[src/design/cidw_pkg.sv]
// Shared types and constants for the card ID whitelist table.
package cidw_pkg;

    localparam int STORE_DEPTH     = 63;
    localparam int DEF_MAX_ENTRIES = 63;
    localparam int IDX_W           = 6;
    localparam int ID_W            = 32;
    localparam int OP_W            = 3;

    typedef enum logic [OP_W-1:0] {
        OP_CHECK  = 3'd0,
        OP_SAVE   = 3'd1,
        OP_READ   = 3'd2,
        OP_DELETE = 3'd3,
        OP_CLEAR  = 3'd4
    } t_opcode;

    typedef enum logic [2:0] {
        S_IDLE,
        S_DISPATCH,
        S_SCAN,
        S_SHIFT,
        S_FINISH
    } t_state;

    typedef enum logic [2:0] {
        RES_ZERO,
        RES_FOUND,
        RES_SAVE,
        RES_READ,
        RES_DEL,
        RES_CLEAR
    } t_res_sel;

    typedef struct packed {
        logic     load;
        logic     scan_start;
        logic     scan_step;
        logic     rd_issue;
        logic     shift_start;
        logic     shift_step;
        logic     commit;
        t_res_sel res_sel;
    } t_dp_cmd;

    typedef struct packed {
        logic [OP_W-1:0] op;
        logic            full;
        logic            idx_ok;
        logic            hit;
        logic            scan_end;
        logic            out_free;
    } t_dp_sts;

endpackage

[src/design/cidw_ctrl.sv]
// Sequencing state machine for the card ID whitelist table.
module cidw_ctrl
    import cidw_pkg::*;
(
    input  logic    i_clk,
    input  logic    i_rst_n,
    input  logic    i_in_valid,
    input  t_dp_sts i_sts,
    output logic    o_in_ready,
    output t_dp_cmd o_cmd
);

    t_state   r_state, n_state;
    t_res_sel r_res_sel, n_res_sel;

    always_ff @(posedge i_clk) begin
        if (!i_rst_n) begin
            r_state   <= S_IDLE;
            r_res_sel <= RES_ZERO;
        end else begin
            r_state   <= n_state;
            r_res_sel <= n_res_sel;
        end
    end

    // next state
    always_comb begin
        n_state   = r_state;
        n_res_sel = r_res_sel;
        case (r_state)
            S_IDLE: begin
                if (i_in_valid) begin
                    n_state = S_DISPATCH;
                end
            end
            S_DISPATCH: begin
                n_state   = S_FINISH;
                n_res_sel = RES_ZERO;
                case (i_sts.op)
                    OP_CHECK: begin
                        n_state = S_SCAN;
                    end
                    OP_SAVE: begin
                        if (!i_sts.full) begin
                            n_state = S_SCAN;
                        end
                    end
                    OP_READ: begin
                        if (i_sts.idx_ok) begin
                            n_res_sel = RES_READ;
                        end
                    end
                    OP_DELETE: begin
                        if (i_sts.idx_ok) begin
                            n_state = S_SHIFT;
                        end
                    end
                    OP_CLEAR: begin
                        n_res_sel = RES_CLEAR;
                    end
                    default: begin
                        n_res_sel = RES_ZERO;
                    end
                endcase
            end
            S_SCAN: begin
                if (i_sts.hit) begin
                    n_state   = S_FINISH;
                    n_res_sel = (i_sts.op == OP_CHECK) ? RES_FOUND : RES_ZERO;
                end else if (i_sts.scan_end) begin
                    n_state   = S_FINISH;
                    n_res_sel = (i_sts.op == OP_CHECK) ? RES_ZERO : RES_SAVE;
                end
            end
            S_SHIFT: begin
                if (i_sts.scan_end) begin
                    n_state   = S_FINISH;
                    n_res_sel = RES_DEL;
                end
            end
            S_FINISH: begin
                if (i_sts.out_free) begin
                    n_state = S_IDLE;
                end
            end
            default: begin
                n_state = S_IDLE;
            end
        endcase
    end

    // commands
    always_comb begin
        o_in_ready = 1'b0;
        o_cmd      = '0;
        o_cmd.res_sel = r_res_sel;
        case (r_state)
            S_IDLE: begin
                o_in_ready = 1'b1;
                o_cmd.load = i_in_valid;
            end
            S_DISPATCH: begin
                case (i_sts.op)
                    OP_CHECK:  o_cmd.scan_start  = 1'b1;
                    OP_SAVE:   o_cmd.scan_start  = !i_sts.full;
                    OP_READ:   o_cmd.rd_issue    = i_sts.idx_ok;
                    OP_DELETE: o_cmd.shift_start = i_sts.idx_ok;
                    default:   o_cmd.scan_start  = 1'b0;
                endcase
            end
            S_SCAN: begin
                o_cmd.scan_step = !i_sts.hit && !i_sts.scan_end;
            end
            S_SHIFT: begin
                o_cmd.shift_step = !i_sts.scan_end;
            end
            S_FINISH: begin
                o_cmd.commit = i_sts.out_free;
            end
            default: begin
                o_in_ready = 1'b0;
            end
        endcase
    end

    a_finish_leaves: assert property (@(posedge i_clk) disable iff (!i_rst_n)
        (r_state == S_FINISH && i_sts.out_free) |=> (r_state == S_IDLE))
        else $error("finish did not return to idle");

endmodule

[src/design/cidw_dp.sv]
// ID store, count, scan pointer and result register for the whitelist table.
module cidw_dp
    import cidw_pkg::*;
#(
    parameter int MAX_ENTRIES = DEF_MAX_ENTRIES
) (
    input  logic             i_clk,
    input  logic             i_rst_n,
    input  t_dp_cmd          i_cmd,
    input  logic [OP_W-1:0]  i_op,
    input  logic [ID_W-1:0]  i_card_id,
    input  logic [IDX_W-1:0] i_entry_index,
    input  logic             i_out_ready,
    output t_dp_sts          o_sts,
    output logic             o_out_valid,
    output logic [IDX_W-1:0] o_result_index,
    output logic [ID_W-1:0]  o_card_id_out,
    output logic [IDX_W-1:0] o_entry_count
);

    localparam int CAP_INT = (MAX_ENTRIES < STORE_DEPTH) ? MAX_ENTRIES : STORE_DEPTH;
    localparam logic [IDX_W-1:0] CAP = IDX_W'(CAP_INT);

    logic [ID_W-1:0]  r_mem [0:STORE_DEPTH-1];

    logic [OP_W-1:0]  r_op;
    logic [ID_W-1:0]  r_key;
    logic [IDX_W-1:0] r_idx;
    logic [IDX_W-1:0] r_count, n_count;
    logic [IDX_W-1:0] r_ptr, n_ptr;
    logic [IDX_W-1:0] r_cmp_idx, n_cmp_idx;
    logic             r_pend, n_pend;
    logic [ID_W-1:0]  r_rd_data;
    logic             r_out_valid;
    logic [IDX_W-1:0] r_out_res, n_out_res;
    logic [ID_W-1:0]  r_out_id, n_out_id;
    logic [IDX_W-1:0] r_out_cnt;

    logic             rd_en;
    logic [IDX_W-1:0] rd_addr;
    logic             wr_en;
    logic [IDX_W-1:0] wr_addr;
    logic [ID_W-1:0]  wr_data;
    logic             step;
    logic             out_free;

    assign out_free = !r_out_valid || i_out_ready;
    assign step     = i_cmd.scan_step || i_cmd.shift_step;

    assign o_sts.op       = r_op;
    assign o_sts.full     = (r_count >= CAP);
    assign o_sts.idx_ok   = (r_idx != '0) && (r_idx <= r_count);
    assign o_sts.hit      = r_pend && (r_rd_data == r_key);
    assign o_sts.scan_end = !r_pend && (r_ptr >= r_count);
    assign o_sts.out_free = out_free;

    // scan pointer: one read issued per step, compare or move in the next cycle
    always_comb begin
        n_ptr     = r_ptr;
        n_cmp_idx = r_cmp_idx;
        n_pend    = r_pend;
        rd_en     = 1'b0;
        rd_addr   = r_ptr;
        if (i_cmd.scan_start) begin
            n_ptr  = '0;
            n_pend = 1'b0;
        end else if (i_cmd.shift_start) begin
            n_ptr  = r_idx;
            n_pend = 1'b0;
        end else if (i_cmd.rd_issue) begin
            rd_en   = 1'b1;
            rd_addr = r_idx - IDX_W'(1);
        end else if (step) begin
            if (r_ptr < r_count) begin
                rd_en     = 1'b1;
                n_cmp_idx = r_ptr;
                n_ptr     = r_ptr + IDX_W'(1);
                n_pend    = 1'b1;
            end else begin
                n_pend = 1'b0;
            end
        end
    end

    // result and count update on commit; RAM write on a save commit or a shift step
    always_comb begin
        n_count   = r_count;
        n_out_res = '0;
        n_out_id  = '0;
        wr_en     = 1'b0;
        wr_addr   = r_cmp_idx - IDX_W'(1);
        wr_data   = r_rd_data;
        if (i_cmd.shift_step && r_pend) begin
            wr_en = 1'b1;
        end
        if (i_cmd.commit) begin
            case (i_cmd.res_sel)
                RES_FOUND: begin
                    n_out_res = r_cmp_idx + IDX_W'(1);
                end
                RES_SAVE: begin
                    wr_en     = 1'b1;
                    wr_addr   = r_count;
                    wr_data   = r_key;
                    n_count   = r_count + IDX_W'(1);
                    n_out_res = r_count + IDX_W'(1);
                end
                RES_READ: begin
                    n_out_res = r_idx;
                    n_out_id  = r_rd_data;
                end
                RES_DEL: begin
                    n_count   = r_count - IDX_W'(1);
                    n_out_res = r_idx;
                end
                RES_CLEAR: begin
                    n_count = '0;
                end
                default: begin
                    n_out_res = '0;
                end
            endcase
        end
    end

    always_ff @(posedge i_clk) begin
        if (wr_en) begin
            r_mem[wr_addr] <= wr_data;
        end
        if (rd_en) begin
            r_rd_data <= r_mem[rd_addr];
        end
    end

    always_ff @(posedge i_clk) begin
        if (!i_rst_n) begin
            r_count     <= '0;
            r_pend      <= 1'b0;
            r_out_valid <= 1'b0;
        end else begin
            r_count <= n_count;
            r_pend  <= n_pend;
            if (i_cmd.commit) begin
                r_out_valid <= 1'b1;
            end else if (i_out_ready) begin
                r_out_valid <= 1'b0;
            end
        end
    end

    always_ff @(posedge i_clk) begin
        r_ptr     <= n_ptr;
        r_cmp_idx <= n_cmp_idx;
        if (i_cmd.load) begin
            r_op  <= i_op;
            r_key <= i_card_id;
            r_idx <= i_entry_index;
        end
        if (i_cmd.commit) begin
            r_out_res <= n_out_res;
            r_out_id  <= n_out_id;
            r_out_cnt <= n_count;
        end
    end

    assign o_out_valid    = r_out_valid;
    assign o_result_index = r_out_res;
    assign o_card_id_out  = r_out_id;
    assign o_entry_count  = r_out_cnt;

    a_count_cap: assert property (@(posedge i_clk) disable iff (!i_rst_n)
        r_count <= CAP)
        else $error("entry count beyond capacity");

    a_clear_empties: assert property (@(posedge i_clk) disable iff (!i_rst_n)
        (i_cmd.commit && i_cmd.res_sel == RES_CLEAR) |=> (r_count == '0))
        else $error("clear left entries");

    a_save_grows: assert property (@(posedge i_clk) disable iff (!i_rst_n)
        (i_cmd.commit && i_cmd.res_sel == RES_SAVE)
            |=> (r_count == $past(r_count) + IDX_W'(1)))
        else $error("save did not grow the table");

    a_commit_free: assert property (@(posedge i_clk) disable iff (!i_rst_n)
        i_cmd.commit |-> out_free)
        else $error("result overwritten before it was taken");

endmodule

[src/design/card_id_whitelist_table.sv]
// Top level of the card ID whitelist table.
// A dense ordered table of up to 63 card IDs held in a single-port-read,
// single-port-write RAM, plus an entry count. One request is worked on at a
// time: check and save scan the stored IDs one per cycle, stopping early on a
// match; delete moves the later entries down one per cycle; read, clear, a
// save into a full table and the unused opcodes need no scan. The scan speed
// is set by the one RAM read port. A finished result sits in an output
// register, so the next request is taken while it waits. The RAM holds no
// reset value; only entries below the count are ever read.
module card_id_whitelist_table
    import cidw_pkg::*;
#(
    parameter int MAX_ENTRIES = DEF_MAX_ENTRIES
) (
    input  logic        i_clk,
    input  logic        i_rst_n,
    input  logic        i_s_axis_tvalid,
    output logic        o_s_axis_tready,
    input  logic [39:0] i_s_axis_tdata,   // card_id[31:0], entry_index[37:32], zero pad
    input  logic [2:0]  i_s_axis_tuser,   // opcode[2:0]
    output logic        o_m_axis_tvalid,
    input  logic        i_m_axis_tready,
    output logic [47:0] o_m_axis_tdata    // result_index[5:0], card_id_out[37:6],
                                          // entry_count[43:38], zero pad
);

    t_dp_cmd          cmd;
    t_dp_sts          sts;
    logic [IDX_W-1:0] result_index;
    logic [ID_W-1:0]  card_id_out;
    logic [IDX_W-1:0] entry_count;

    cidw_ctrl u_ctrl (
        .i_clk      (i_clk),
        .i_rst_n    (i_rst_n),
        .i_in_valid (i_s_axis_tvalid),
        .i_sts      (sts),
        .o_in_ready (o_s_axis_tready),
        .o_cmd      (cmd)
    );

    cidw_dp #(
        .MAX_ENTRIES (MAX_ENTRIES)
    ) u_dp (
        .i_clk          (i_clk),
        .i_rst_n        (i_rst_n),
        .i_cmd          (cmd),
        .i_op           (i_s_axis_tuser),
        .i_card_id      (i_s_axis_tdata[31:0]),
        .i_entry_index  (i_s_axis_tdata[37:32]),
        .i_out_ready    (i_m_axis_tready),
        .o_sts          (sts),
        .o_out_valid    (o_m_axis_tvalid),
        .o_result_index (result_index),
        .o_card_id_out  (card_id_out),
        .o_entry_count  (entry_count)
    );

    assign o_m_axis_tdata = {4'b0, entry_count, card_id_out, result_index};

endmodule

[config.mk]
export PLATFORM = sky130hd
export DESIGN_NAME = card_id_whitelist_table
export DESIGN_NICKNAME = d
export VERILOG_FILES = /design/src/design/cidw_pkg.sv /design/src/design/cidw_ctrl.sv /design/src/design/cidw_dp.sv /design/src/design/card_id_whitelist_table.sv
export SDC_FILE = /design/constraint.sdc
export NUM_CORES = 2
export LEC_CHECK = 0
export BUFFER_PORTS_ARGS = -buffer_cell sky130_fd_sc_hd__buf_4
export CORE_UTILIZATION = 55
export CTS_BUF_LIST = sky130_fd_sc_hd__clkbuf_4
export DETAILED_ROUTE_END_ITERATION = 7
export PLACE_DENSITY = 0.71
export RECOVER_POWER = 25
export SYNTH_ARGS = -nofsm -noshare
export SYNTH_HDL_FRONTEND = slang
export SYNTH_SLANG_ARGS = --single-unit
[constraint.sdc]
create_clock -name i_clk -period 10.24 [get_ports i_clk]
set_input_delay 0.512 -clock i_clk [delete_from_list [all_inputs] [get_ports i_clk]]
set_output_delay 0.512 -clock i_clk [all_outputs]
set_load 0.05 [all_outputs]
==> load_flow_metrics.sql <==
INSERT INTO impl_metrics (metric_group, metric, value, unit) VALUES
('synth', 'synthesized_cell_area', '86200', 'um2'),
('global_route', 'grt_antenna_before_repair', '12', ''),
('critical_path', 'crit_chain', 'nor2_1 -> and3_1 -> nand2_1 -> mux2_2 -> clkbuf_1', ''),
('synth', 'ys_seq_area_frac', '0.749', ''),
('critical_path', 'critPathSlowestCell', 'clkbuf_1', ''),
('synth', 'synth-simple-area-share', '0.0932', ''),
('finish', 'ratio_of_cells_with_drive_above_1_in_the_final_layout', '0.177', ''),
('synth', 'synthXorXnorAreaFrac', '0.00528', ''),
('critical_path', 'path_max_fanout', '63', ''),
('die', 'die_h', '398', 'um'),
('critical_path', 'crit-reg2reg-capture', 'u_dp.r_mem[50][7]', ''),
('run', 'max_cap_viol_count', '19', ''),
('sta', 'layout_min_cycle_time', '7.82', 'ns'),
('global_route', 'grt_pass1_wl', '348000', 'um'),
('synth', 'post_synth.cell_area_avg', '14.9', 'um2'),
('die', 'die_width', '398', 'um'),
('outcome', 'violations', 'max-capacitance violations, max-slew violations', ''),
('power_and_ir_drop', 'power_leakage', '33.4', 'nW'),
('sta', 'setup-violations-final', '0', ''),
('clocking', 'cts_setup_buffers', '0', ''),
('drt', 'count_of_unresolved_drc_violations_after_routing', '0', ''),
('placement', 'dpl_cell_area', '89600', 'um2'),
('sta', 'maxSlewViolCount', '1133', ''),
('die', 'floorplan.initialDensity', '0.557', ''),
('drt', 'drt-wirelength-per-cell', '28.3', 'um'),
('finish', 'num-nets-final', '6350', ''),
('sta', 'max_slew.worst_pin.slew', '3.59', 'ns'),
('drt', 'viasPerCell', '6.36', ''),
('power_and_ir_drop', 'total_chip_power', '0.0213', 'W'),
('synth', 'number_of_standard_cells_after_synthesis', '5785', ''),
('critical_path', 'critical_path_depth_in_cells', '5', ''),
('clocking', 'cts_tree', 'done', ''),
('synth', 'synth_top_family_by_area', 'simple AND/OR/NAND/NOR gates', ''),
('sta', 'fmax', '128', 'MHz'),
('synth', 'ys_seq_elements', '2159', ''),
('synth', 'post_synth_mux_area_share', '0.0448', ''),
('critical_path', 'worstSetupEndpointType', 'flop', ''),
('sta', 'finalSetupTns', '0', 'ns'),
('synth', 'ys_dominant_reg_cell', 'edfxtp_1', ''),
('global_route', 'first_global_vias', '52500', ''),
('critical_path', 'crit_path_category', 'flop to flop', ''),
('critical_path', 'worst_r2r_path_depth', '5', ''),
('critical_path', 'critPathLaunchType', 'flop', ''),
('critical_path', 'critical_path.startpoint', 'u_ctrl.r_state[0]', ''),
('critical_path', 'cp.required', '10.82', 'ns'),
('clocking', 'root_cell_of_the_clock_tree', 'clkbuf_4', ''),
('global_route', 'grt_use_total', '0.306', ''),
('sta', 'timing.slew.headroom', '-1.39', ''),
('clocking', 'clock_latency', '1.39', 'ns'),
('drt', 'drtIter0Drc', '8365', ''),
('finish', 'most-common-layout-cells', '2139 x edfxtp_1, 1119 x nand2_1, 817 x clkbuf_4', ''),
('placement', 'finalWeightedCongestion', '0.900', ''),
('global_route', 'grt_start_max_net_pins', '167', ''),
('finish', 'final_core_utilization', '0.624', ''),
('drt', 'vias', '55200', ''),
('synth', 'synth_area_in_adders', '0.00261', ''),
('finish', 'layout_commonest_cell', 'edfxtp_1', ''),
('clocking', 'clockBufferDepth', '4', ''),
('synth', 'synth_cell_type_count', '76', ''),
('die', 'row_count', '144', ''),
('power_and_ir_drop', 'worst_ir_drop_vdd', '195', 'uV'),
('drt', 'totalWireLength', '245000', 'um'),
('critical_path', 'r2r_slack', '2.42', 'ns'),
('synth', 'synth-compound-area-share', '0.0817', ''),
('drt', 'firstDrtPassIters', '8', ''),
('critical_path', 'worst_path_dominant_cell_family', 'simple AND/OR/NAND/NOR gates', ''),
('sta', 'period_share', '0.763', ''),
('die', 'die_area', '158000', 'um2'),
('placement', 'dp.final_hpwl', '129000', 'um'),
('clocking', 'cts_buffers', '542', ''),
('outcome', 'run_status', 'finished, violations left', '');
[cell families (layout without fill, tap and decap cells)]
logic type	count (synthesis)	after routing
flip-flops	2159	2159
other	1	14
AO/OA/AOI/OAI	1006	1006
adder cells (fa/ha/maj)	18	18
buffers and inverters	406	1234
XOR/XNOR	52	52
AND/OR/NAND/NOR	1816	1816
multiplexers	327	327
[worst min path at each step]
stage	to	cells after the start	slack, ns	startpoint
after CTS	u_dp.r_idx[4]	2	0.02	i_s_axis_tvalid
after global placement	u_dp.r_cmp_idx[0]	0	0.55	u_dp.r_ptr[0]
after floorplan	u_dp.r_cmp_idx[3]	0	0.43	u_dp.r_ptr[3]
after detailed placement	u_dp.r_cmp_idx[0]	0	0.55	u_dp.r_ptr[0]
final	u_dp.r_idx[0]	3	0.45	i_s_axis_tdata[32]
after global routing	u_dp.r_idx[1]	3	0.42	i_s_axis_tdata[33]
[layer usage]
layer,GRT usage,wire length (um),part of all wire
met1,0.416,90200,0.37
met2,0.454,109000,0.44
met3,0.0843,34200,0.14
met4,0.157,11800,0.048
met5,0,13,0.000053
[repair_timing]
item                      in CTS  in global routing
hold endpoints to repair      55                  0
hold buffers                  86                  0
gates resized for setup        0                  0
[stage by stage]
stage | instances | setup WS (ns)
finish | 8670 | 2.42
global route | 8665 | 1.96
CTS | 8660 | 4.05
detailed placement | 7699 | 4.11
global placement | 7699 | 4.13
floorplan | 5788 | 5.37
[synth_stat cells, types with 17 or more instances]
| master | number | area (um2) |
|---|---|---|
| a311oi_1 | 148 | 1300 |
| buf_2 | 181 | 906 |
| a2111oi_0 | 17 | 149 |
| o221ai_1 | 49 | 429 |
| a31oi_1 | 87 | 544 |
| a211oi_1 | 188 | 1410 |
| nand2_1 | 1119 | 4200 |
| a21oi_1 | 262 | 1310 |
| inv_1 | 21 | 78.8 |
| nor3_1 | 65 | 325 |
| clkbuf_1 | 139 | 522 |
| nor2_1 | 148 | 556 |
| mux2i_1 | 245 | 2450 |
| mux2_2 | 38 | 428 |
| o21ai_0 | 55 | 275 |
| buf_4 | 49 | 368 |
| and2_1 | 45 | 282 |
| edfxtp_1 | 2139 | 64200 |
| ha_1 | 18 | 225 |
| o22ai_1 | 64 | 400 |
| nand3_1 | 97 | 485 |
| and3_1 | 220 | 1380 |
| dfxtp_1 | 20 | 400 |
| xor2_1 | 41 | 359 |
| nor4_1 | 56 | 350 |
| mux4_2 | 43 | 968 |
| nand4_1 | 32 | 200 |
[state kept, by name, summed over array words and instances, names as in the netlist]
signal,count
u_dp.r_mem,2016
u_dp.o_card_id_out,32
u_dp.r_key,32
u_dp.r_rd_data,32
u_dp.o_entry_count,6
u_dp.o_result_index,6
u_dp.r_cmp_idx,6
u_dp.r_count,6
u_dp.r_idx,6
u_dp.r_ptr,6
u_ctrl.r_res_sel,3
u_ctrl.r_state,3
u_dp.r_op,3
u_dp.o_out_valid,1
u_dp.r_pend,1
[cell type report]
type                            instances  area [um2]
Antenna cell                           10        25.0
Fill cell                           11200       58300
Inverter                               21        78.8
Multi-Input combinational cell       3223       20300
Timing Repair Buffer                  338        2690
Clock buffer                          776        5830
Clock inverter                         99         578
Tap cell                             2044        2560
Sequential cell                      2159       64600
[worst min-delay path, stage by stage]
cell	delay (ns)
dlygate4sd3_1	0.53
clkbuf_4	0.12
dlygate4sd3_1	0.53
[power breakdown]
part           leakage [nW]  switching [W]  internal [W]
clock network          3.85        0.00330       0.00363
logic                  10.1        0.00323       0.00134
registers              19.4      0.0000531       0.00970
(Power assumes the default switching activity.)
